File: src/sv/lpht_ram.sv
// generic single-port-write, single-port-read ram with registered read
`default_nettype none
module lpht_ram #(
  parameter int WIDTH = 8,
  parameter int DEPTH = 16,
  localparam int AW = (DEPTH > 1) ? $clog2(DEPTH) : 1
) (
  input  wire logic             clk_i,
  input  wire logic             we_i,
  input  wire logic [AW-1:0]    waddr_i,
  input  wire logic [WIDTH-1:0] wdata_i,
  input  wire logic [AW-1:0]    raddr_i,
  output logic      [WIDTH-1:0] rdata_o
);

  logic [WIDTH-1:0] mem_q [DEPTH];
  logic [WIDTH-1:0] rdata_q;

  always_ff @(posedge clk_i) begin
    if (we_i) begin
      mem_q[waddr_i] <= wdata_i;
    end
    rdata_q <= mem_q[raddr_i];
  end

  assign rdata_o = rdata_q;

endmodule
`default_nettype wire

File: config.mk
export PLATFORM = sky130hd
export DESIGN_NAME = lpht_ram
export DESIGN_NICKNAME = d
export VERILOG_FILES = /design/src/sv/lpht_ram.sv
export SDC_FILE = /design/constraint.sdc
export NUM_CORES = 1
export LEC_CHECK = 0
export BUFFER_PORTS_ARGS = -buffer_cell sky130_fd_sc_hd__buf_2
export CAP_MARGIN = 20
export CORE_UTILIZATION = 50
export DETAILED_ROUTE_END_ITERATION = 10
export GPL_TIMING_DRIVEN = 0
export PLACE_DENSITY = 0.68
export SLEW_MARGIN = 20
export SYNTH_ARGS = -nofsm -noshare
export SYNTH_HDL_FRONTEND = slang
export SYNTH_SLANG_ARGS = --single-unit
File: constraint.sdc
create_clock -name clk_i -period 1.9 [get_ports clk_i]
set_input_delay 0.38 -clock clk_i [delete_from_list [all_inputs] [get_ports clk_i]]
set_output_delay 0.38 -clock clk_i [all_outputs]
set_load 0.01 [all_outputs]
==> results of run 1 <==
[worst max-delay path: cells and delay by family]
kind / cells / cell delay [ns]
buffers and inverters: 1 / 0.11
and+or+nand+nor: 2 / 1.21
[kinds of logic after synthesis]
| kind of cell | share of synthesized area, % |
|---|---|
| flops | 77.8 |
| mux | 15.0 |
| compound gates | 2.33 |
| simple gates | 3.18 |
| buf+inv | 1.68 |
[cell usage after synthesis (2+ instances only)]
master,n
clkdlybuf4s25_2,3
mux4_2,18
nand3b_1,2
nand2b_1,2
dfxtp_1,8
nor2_1,13
edfxtp_1,128
nand2_1,9
buf_2,3
a22oi_1,16
nor3_1,4
mux4_1,14
buf_6,3
[state kept, by name, summed over array words and instances (netlist names)]
signal and cells:
mem_q 128, rdata_o 8
[metrics by stage]
step | utilization (%) | area (um2) | worst slack, ns | instances
2_1_floorplan | - | 5150 | 0.0271 | 229
3_3_place_gp | 55.1 | 5430 | -0.549 | 386
3_5_place_dp | 55.3 | 5450 | -0.200 | 386
4_1_cts | 60.8 | 5990 | 0.345 | 418
5_1_grt | 60.8 | 5990 | 0.290 | 418
6_report | 60.8 | 5990 | 0.330 | 418
[how the worst max path moves through the flow]
stage                    start     endpoint  slack [ns]  cells past startpoint
floorplan           waddr_i[2]  mem_q[0][0]        0.03                      2
global placement    waddr_i[2]  mem_q[0][7]       -0.55                      3
detailed placement  waddr_i[2]  mem_q[2][2]       -0.20                      3
CTS                 waddr_i[2]  mem_q[2][2]        0.35                      3
global route        waddr_i[2]  mem_q[3][7]        0.29                      3
finish              waddr_i[2]  mem_q[2][2]        0.33                      3
[report_power, final]
group | internal, mW | switching (mW) | leakage, nW
clock network | 1.82 | 1.10 | 0.274
registers | 3.36 | 0.0149 | 1.22
logic | 0.133 | 0.190 | 0.520
[layout make-up]
cell class | instances | area share (%)
sequential | 136 | 66.8
multi-input combinational | 83 | 18.0
clock buffer | 22 | 7.72
tap | 133 | 2.78
timing repair buffer | 24 | 2.00
buffer | 10 | 1.44
clock inverter | 10 | 1.29
[metal layers]
| metal | global-route usage (%) | routed length, um | vias to the layer above |
|---|---|---|---|
| met5 | 0 | 0 | - |
| met4 | 10.8 | 241 | 0 |
| met3 | 6.79 | 613 | 15 |
| met2 | 30.0 | 4560 | 84 |
| met1 | 26.9 | 3990 | 1221 |
| li1 | - | - | 1056 |
==> metrics.txt, run 1 <==
number of iterations in the first detailed-routing pass=5; Max Cap Violations=0; Tcrit/Tclk final=between 80% and 90%; Clock Pin Slew Worst Setup and Hold Paths=about 0.05 ns; vias per cell=between 5 and 6; multi-input logic area=1080 um2; hold_sp=wdata_i[4]; WHS Endpoint=mem_q[6][4]; TNS Setup=0 ns; clock buffer depth=2; Max Transition Viols Final=0; fillers=670; Die Y=between 100 and 150 um; die area=10700 um2; Post-synth ARST share=0%; status=finished clean; Final HPWL DP=a little under 6000 um; CP Class=in -> reg; hold buffers post-CTS=0; Post-Synthesis Cell Area=5150 um2; Period minus WS final=around 1.6 ns; cts bufs inserted=17; crit path launch type=primary input; Hold Fails Final Rpt=0; setup bufs post-CTS=0; Achievable Freq=about 640 MHz; total track usage=around a fifth; HP Class=in -> reg; endpoints failing setup=0; commonest non-fill, non-tap cells in the layout=edfxtp_1 (128), buf_2 (27), mux4_2 (18); vias in the first global route=between 2k and 2.5k; later-pin clock latency in the skew report=~0.5 ns; Site Rows=36; count of input and output buffers=24; Synth Warn #=0; Leak=between 2 and 2.5 nW; P&R area growth vs syn=16.5%; synthesis-stage register bit count=roughly 140; Synth top area share=roughly three quarters; Worst Path Required=2.04 ns; Initial Util=52.2%; terminus of the critical flop-to-flop path=rdata_o[2]; Post-synth EDFFs=128; Reg2Reg Setup Slack=0.44 ns; Synth area leaders=edfxtp_1 (75%), mux4_2 (7.9%), mux4_1 (7.1%), dfxtp_1 (3.1%), a22oi_1 (2.3%); Ant. Diodes=0; vias=between 2k and 2.5k; CTS tree=done; Post-Syn Instances=approximately 230; CP Capture Type=flop; I/O Pins=26; Total Routed Length=between 9000 and 10000 um; Data arrival, critical path=about 1.7 ns; Overflow after GRT=0; Post-Syn Nets=roughly 250; crit path max fanout=8; GP Congestion=between 0.7 and 0.8; syn_area_per_cell=between 20 and 25 um2; core area=9860 um2; Starting DRT DRC Count=138; ys flop type=edfxtp_1; Hold Path Depth=1; reg2reg start=mem_q[5][2]; global-route wire length before repair=~14000 um; FF-to-FF path depth=3; Power Density=1100 nW/um2; CTS sink cnt=between 100 and 150; synth unique cells=19; post-synthesis sequential area ratio=between 70% and 80%; RSZ-0062 raised after global routing=false; slowest stage cell, crit path=nor2_1; leading cell type in the layout, fill and taps excluded=edfxtp_1; Storage cell area=around 4000 um2; clk root buf=clkbuf_8; Slew Limit Headroom=44.1%; initial antenna violation count=0; share of cells above drive strength 1=a little under a third; VDD IR max=roughly 0.00062 V; worst hold slack=between 0.2 and 0.3 ns; CTS H-tree depth=4; nets@finish=between 200 and 300; Synth area leader=edfxtp_1; WL/cell=about 22 um; worst-path cell chain=buf_2 -> or3b_2 -> nor2_1; largest net degree at the start of global routing=17; post-route ant nets=0; cts repair resizes=0; Remaining DRCs=0; Setup Skew=just over 0.007 ns; Die X=between 100 and 150 um; total power=6.61 mW; Largest stage delay, worst path=between 0.6 and 0.7 ns; Slew @ Worst Pin=roughly 0.84 ns
Note: power is estimated with default switching activity, not from simulation.
==> run 2, diff against run 1 <==
- PLACE_DENSITY: 0.68 -> 0.65
- clock period: 1.9 -> 1.5 ns (I/O delays scaled with it)
==> metrics.txt, run 2 (same netlist as run 1, synthesis figures left out) <==
grt peak-use layer=met2 (unchanged); Slew Limit Headroom=43.1% (was 44.1%); later-pin clock latency in the skew report=0.52 ns (was 0.51 ns); WHS Endpoint=mem_q[6][4] (unchanged); Site Rows=36 (unchanged); Tcrit/Tclk final=~97%; GP Congestion=0.680 (was 0.711); Final HPWL DP=5920 um (was 5950 um); vias per cell=5.72 (was 5.68); Hold Path Depth=1 (unchanged); Max Cap Violations=0 (unchanged); share of cells above drive strength 1=31.2% (was 30.5%); Remaining DRCs=0 (unchanged); fin area=6010 um2 (was 5990 um2); clock buffer depth=2 (unchanged); number of iterations in the first detailed-routing pass=4 (was 5); CTS tree=done (unchanged); GR Util met1=29.4% (was 26.9%); Ant. Diodes=0 (unchanged); P&R area growth vs syn=16.8% (was 16.5%); crit path max fanout=1 (was 8); Worst Path Required=1.90 ns (was 2.04 ns); status=finished clean (unchanged); CTS H-tree depth=4 (unchanged); post-route ant nets=0 (unchanged); CP Capture Type=flop (unchanged); Slew @ Worst Pin=0.850 ns (was 0.836 ns); setup bufs post-CTS=0 (unchanged); die area=10700 um2 (unchanged); reg2reg start=mem_q[5][0] (was mem_q[5][2]); Data arrival, critical path=1.85 ns (was 1.71 ns); total power=8.49 mW (was 6.61 mW); Overflow after GRT=0 (unchanged); global-route wire length before repair=14400 um (was 14000 um); total track usage=20.8% (was 20.3%); Most flops, register=mem_q (unchanged); crit path launch type=flop (was primary input); Power Density=1410 nW/um2 (was 1100 nW/um2); Total Routed Length=9630 um (was 9400 um); worst-path cell chain=mux4_1 -> a22oi_1 -> nand2_1 (was buf_2 -> or3b_2 -> nor2_1); CTS sink cnt=136 (unchanged); Period minus WS final=1.45 ns; leading cell type in the layout, fill and taps excluded=edfxtp_1 (unchanged); vias in the first global route=2406 (was 2398); CP Class=reg -> reg (was in -> reg); I/O Pins=26 (unchanged); Achievable Freq=about 690 MHz; worst hold slack=0.186 ns (was 0.264 ns); Setup Skew=0.00962 ns (was 0.00705 ns); VDD IR max=0.000682 V (was 0.000621 V); WL/cell=23.0 um (was 22.5 um); met3 Use GR=4.44% (was 6.79%); nets@finish=290 (unchanged); Die X=103 um (unchanged); commonest non-fill, non-tap cells in the layout=edfxtp_1 (128), buf_2 (27), mux4_2 (18) (unchanged); max reg flops=128 (unchanged); largest net degree at the start of global routing=17 (unchanged); slowest stage cell, crit path=mux4_1 (was nor2_1); Hold Fails Final Rpt=0 (unchanged); count of input and output buffers=24 (unchanged); initial antenna violation count=0 (unchanged); Starting DRT DRC Count=131 (was 138); Leak=2.00 nW (was 2.02 nW); Initial Util=52.2% (unchanged); core area=9860 um2 (unchanged); endpoints failing setup=0 (unchanged); cts repair resizes=0 (unchanged); clk root buf=clkbuf_8 (unchanged); HP Class=in -> reg (unchanged); Clock Pin Slew Worst Setup and Hold Paths=0.06 ns (was 0.05 ns); hold buffers post-CTS=0 (unchanged); RSZ-0062 raised after global routing=false (unchanged); Largest stage delay, worst path=0.56 ns (was 0.67 ns); Max Transition Viols Final=0 (unchanged); cts bufs inserted=17 (unchanged); Die Y=103 um (unchanged); terminus of the critical flop-to-flop path=rdata_o[0] (was rdata_o[2]); hold_sp=wdata_i[4] (unchanged); FF-to-FF path depth=3 (unchanged); placed instance area=5450 um2 (unchanged); vias=2389 (was 2376); Reg2Reg Setup Slack=0.05 ns (was 0.44 ns); met2 Resource Use GR=32.0% (was 30.0%)
run 2: per-stage QoR:
step | worst slack, ns | util (%) | std cells | setup TNS, ns
3_5_place_dp | -0.504 | 55.3 | 386 | -35.53
3_3_place_gp | -0.623 | 55.1 | 386 | -41.22
2_1_floorplan | -0.0661 | - | 229 | -1.98
5_1_grt | 0.00310 | 61.0 | 418 | 0
4_1_cts | 0.000155 | 60.9 | 418 | 0
6_report | 0.0457 | 61.0 | 418 | 0
run 2: layout make-up:
cell class | count | area (um2)
clock inverter | 13 | 131
fill | 681 | 3850
clock buffer | 19 | 422
sequential | 136 | 4000
tap | 133 | 166
buffer | 10 | 86.3
timing repair buffer | 24 | 120
multi-input combinational | 83 | 1080
run 2: critical path, delay by kind of cell (launching register included):
| kind | cells | cell delay (ns) |
|---|---|---|
| muxes | 1 | 0.56 |
| DFF | 1 | 0.36 |
| AOI/OAI and AO/OA | 1 | 0.33 |
| and+or+nand+nor | 1 | 0.08 |
run 2: layer usage:
metal | wire length, um | vias up
li1 | - | 1064
met1 | 4300 | 1239
met4 | 92 | 0
met3 | 521 | 7
met2 | 4720 | 79
met5 | 0 | -
run 2: report_power, final:
group | total [mW] | internal, mW | leakage [nW] | switching, mW
combinational | 0.416 | 0.169 | 0.519 | 0.246
sequential | 4.27 | 4.25 | 1.22 | 0.0181
clock | 3.81 | 2.34 | 0.261 | 1.46
run 2: worst max path at each step:
| stage | start | end | cells past startpoint |
|---|---|---|---|
| 6_report | mem_q[5][0] | rdata_o[0] | 3 |
| 5_1_grt | mem_q[5][0] | rdata_o[0] | 3 |
| 4_1_cts | mem_q[5][0] | rdata_o[0] | 3 |
| 3_5_place_dp | waddr_i[2] | mem_q[2][1] | 3 |
| 3_3_place_gp | waddr_i[2] | mem_q[8][2] | 3 |
| 2_1_floorplan | waddr_i[2] | mem_q[3][0] | 2 |
==> run 3, diff against run 2 <==
- ABC_AREA: default -> 1
==> metrics.txt, run 3 <==
status=finished clean (unchanged); post-layout worst setup margin=0.138 ns (was 0.0457 ns); synth unique cells=12 (was 19); VDD IR max=0.000781 V (was 0.000682 V); Achievable Freq=734 MHz (was 688 MHz); max reg flops=128 (unchanged); Slew @ Worst Pin=0.873 ns (was 0.850 ns); Synth top area share=66.7% (was 74.7%); Post-synth EDFFs=128 (unchanged); hold_sp=wdata_i[7] (was wdata_i[4]); P&R area growth vs syn=13.9% (was 16.8%); crit path launch type=primary input (was flop); Leak=2.85 nW (was 2.00 nW); ys flop type=edfxtp_1 (unchanged); synthesis-stage register bit count=136 (unchanged); global-route wire length before repair=21000 um (was 14400 um); Reg2Reg Setup Slack=0.49 ns (was 0.05 ns); total track usage=25.7% (was 20.8%); vias=3899 (was 2389); crit path max fanout=8 (was 1); CTS H-tree depth=4 (unchanged); post-synthesis sequential area ratio=69.4% (was 77.8%); Final HPWL DP=9010 um (was 5920 um); count of input and output buffers=22 (was 24); Most flops, register=mem_q (unchanged); Post-Syn Instances=551 (was 229); terminus of the critical flop-to-flop path=rdata_o[2] (was rdata_o[0]); commonest non-fill, non-tap cells in the layout=nand2_1 (173), edfxtp_1 (128), inv_1 (100) (was edfxtp_1 (128), buf_2 (27), mux4_2 (18)); share of cells above drive strength 1=12.2% (was 31.2%); Worst Setup SP=waddr_i[2] (was mem_q[5][0]); initial antenna violation count=0 (unchanged); WL/cell=18.5 um (was 23.0 um); placed instance area=6050 um2 (was 5450 um2); HP Class=in -> reg (unchanged); I/O Pins=26 (unchanged); GP Congestion=0.885 (was 0.680); vias in the first global route=3802 (was 2406); fin area=6570 um2 (was 6010 um2); Initial Util=52.3% (was 52.2%); Synth Warn #=0 (unchanged); Site Rows=38 (was 36); Clock Pin Slew Worst Setup and Hold Paths=0.06 ns (about the same); pre-CTS WS=-0.303 ns (was -0.504 ns); Starting DRT DRC Count=326 (was 131); CTS sink cnt=136 (unchanged); WHS Endpoint=mem_q[12][7] (was mem_q[6][4]); Synth area leaders=edfxtp_1 (67%), nand2_1 (11%), nand3_1 (8.4%), inv_1 (6.5%), dfxtp_1 (2.8%) (was edfxtp_1 (75%), mux4_2 (7.9%), mux4_1 (7.1%), dfxtp_1 (3.1%), a22oi_1 (2.3%)); hold buffers post-CTS=0 (unchanged); Max Cap Violations=0 (unchanged); Max Transition Viols Final=0 (unchanged); Total Routed Length=13700 um (was 9630 um); Finished Core Util=59.5% (was 61.0%); Die Y=109 um (was 103 um); Overflow after GRT=0 (unchanged); cts bufs inserted=17 (unchanged); clk root buf=clkbuf_16 (was clkbuf_8); syn_area_per_cell=10.5 um2 (was 22.5 um2); count leader, synth=nand2_1 (was edfxtp_1); vias per cell=5.23 (was 5.72); Slew Limit Headroom=41.6% (was 43.1%); Power Density=1280 nW/um2 (was 1410 nW/um2); Hold Path Depth=1 (unchanged); Worst Path Required=1.54 ns (was 1.90 ns); cts repair resizes=0 (unchanged); reg2reg start=mem_q[11][2] (was mem_q[5][0]); CP Class=in -> reg (was reg -> reg); nets@finish=610 (was 290); Remaining DRCs=0 (unchanged); core area=11000 um2 (was 9860 um2); later-pin clock latency in the skew report=0.42 ns (was 0.52 ns); FF-to-FF path depth=6 (was 3); leading cell type in the layout, fill and taps excluded=nand2_1 (was edfxtp_1); CTS tree=done (unchanged); total power=8.44 mW (was 8.49 mW); Tcrit/Tclk final=90.8% (was 97.0%); fillers=943 (was 681); endpoints failing setup=0 (unchanged); worst hold slack=0.306 ns (was 0.186 ns); post-route ant nets=0 (unchanged); Die X=109 um (was 103 um); Synth top cells by count=nand2_1 (173), edfxtp_1 (128), inv_1 (100) (was edfxtp_1 (128), mux4_2 (18), a22oi_1 (16)); Post-Synthesis Cell Area=5770 um2 (was 5150 um2); Setup Skew=0.00779 ns (was 0.00962 ns); Hold Fails Final Rpt=0 (unchanged); CP Capture Type=flop (unchanged); Synth area leader=edfxtp_1 (unchanged); Data arrival, critical path=1.40 ns (was 1.85 ns); clock buffer depth=2 (unchanged); Post-Syn Nets=569 (was 247); setup bufs post-CTS=0 (unchanged); largest net degree at the start of global routing=17 (unchanged); RSZ-0062 raised after global routing=false (unchanged); die area=12000 um2 (was 10700 um2); number of iterations in the first detailed-routing pass=5 (was 4); Ant. Diodes=0 (unchanged); Post-synth ARST share=0% (unchanged); Period minus WS final=1.36 ns (was 1.45 ns)
-- run 3: through the flow --
stage          TNS [ns]  std cells
5_1_grt               0        745
4_1_cts               0        745
3_5_place_dp     -23.09        713
6_report              0        745
2_1_floorplan         0        551
3_3_place_gp     -19.58        713
-- run 3: logic make-up after synthesis --
family	share of synthesized area, %
and+or+nand+nor	21.0
DFF	69.4
buffers and inverters	9.52
-- run 3: metal layers --
metal | up-vias | routed length, um | global-route usage, %
met4 | 0 | 301 | 11.9
met5 | - | 0 | 0
met1 | 1814 | 5910 | 35.8
met3 | 23 | 1300 | 5.16
li1 | 1857 | - | -
met2 | 205 | 6240 | 38.9
-- run 3: how the worst max path moves through the flow --
stage / end / slack, ns / cells after the start
CTS: mem_q[7][3] / 0.13 / 3
floorplan: mem_q[10][0] / 0.25 / 2
finish: mem_q[9][4] / 0.14 / 3
global route: mem_q[7][3] / 0.06 / 3
global placement: mem_q[7][0] / -0.26 / 3
detailed placement: mem_q[7][0] / -0.30 / 3
-- run 3: where the power goes --
part / switching (mW) / internal, mW / total [mW]
Clock: 1.53 / 2.08 / 3.61
Combinational: 0.398 / 0.163 / 0.561
Sequential: 0.0213 / 4.25 / 4.27
Total: 1.95 / 6.49 / 8.44
-- run 3: critical path, stage by stage --
cell and delay [ns]:
buf_2 0.12, nand3b_1 0.27, nor2_1 0.72
-- run 3: layout make-up --
| class | instances | area [um2] | share of cell area [%] |
|---|---|---|---|
| plain buffers | 24 | 166 | 2.53 |
| clock buffers | 18 | 429 | 6.53 |
| clock inverters | 14 | 86.3 | 1.31 |
| inverters | 102 | 383 | 5.83 |
| multi-input cells | 289 | 1210 | 18.5 |
| flip-flops and latches | 136 | 4000 | 61.0 |
| well taps | 140 | 175 | 2.67 |
| repair buffers | 22 | 110 | 1.68 |
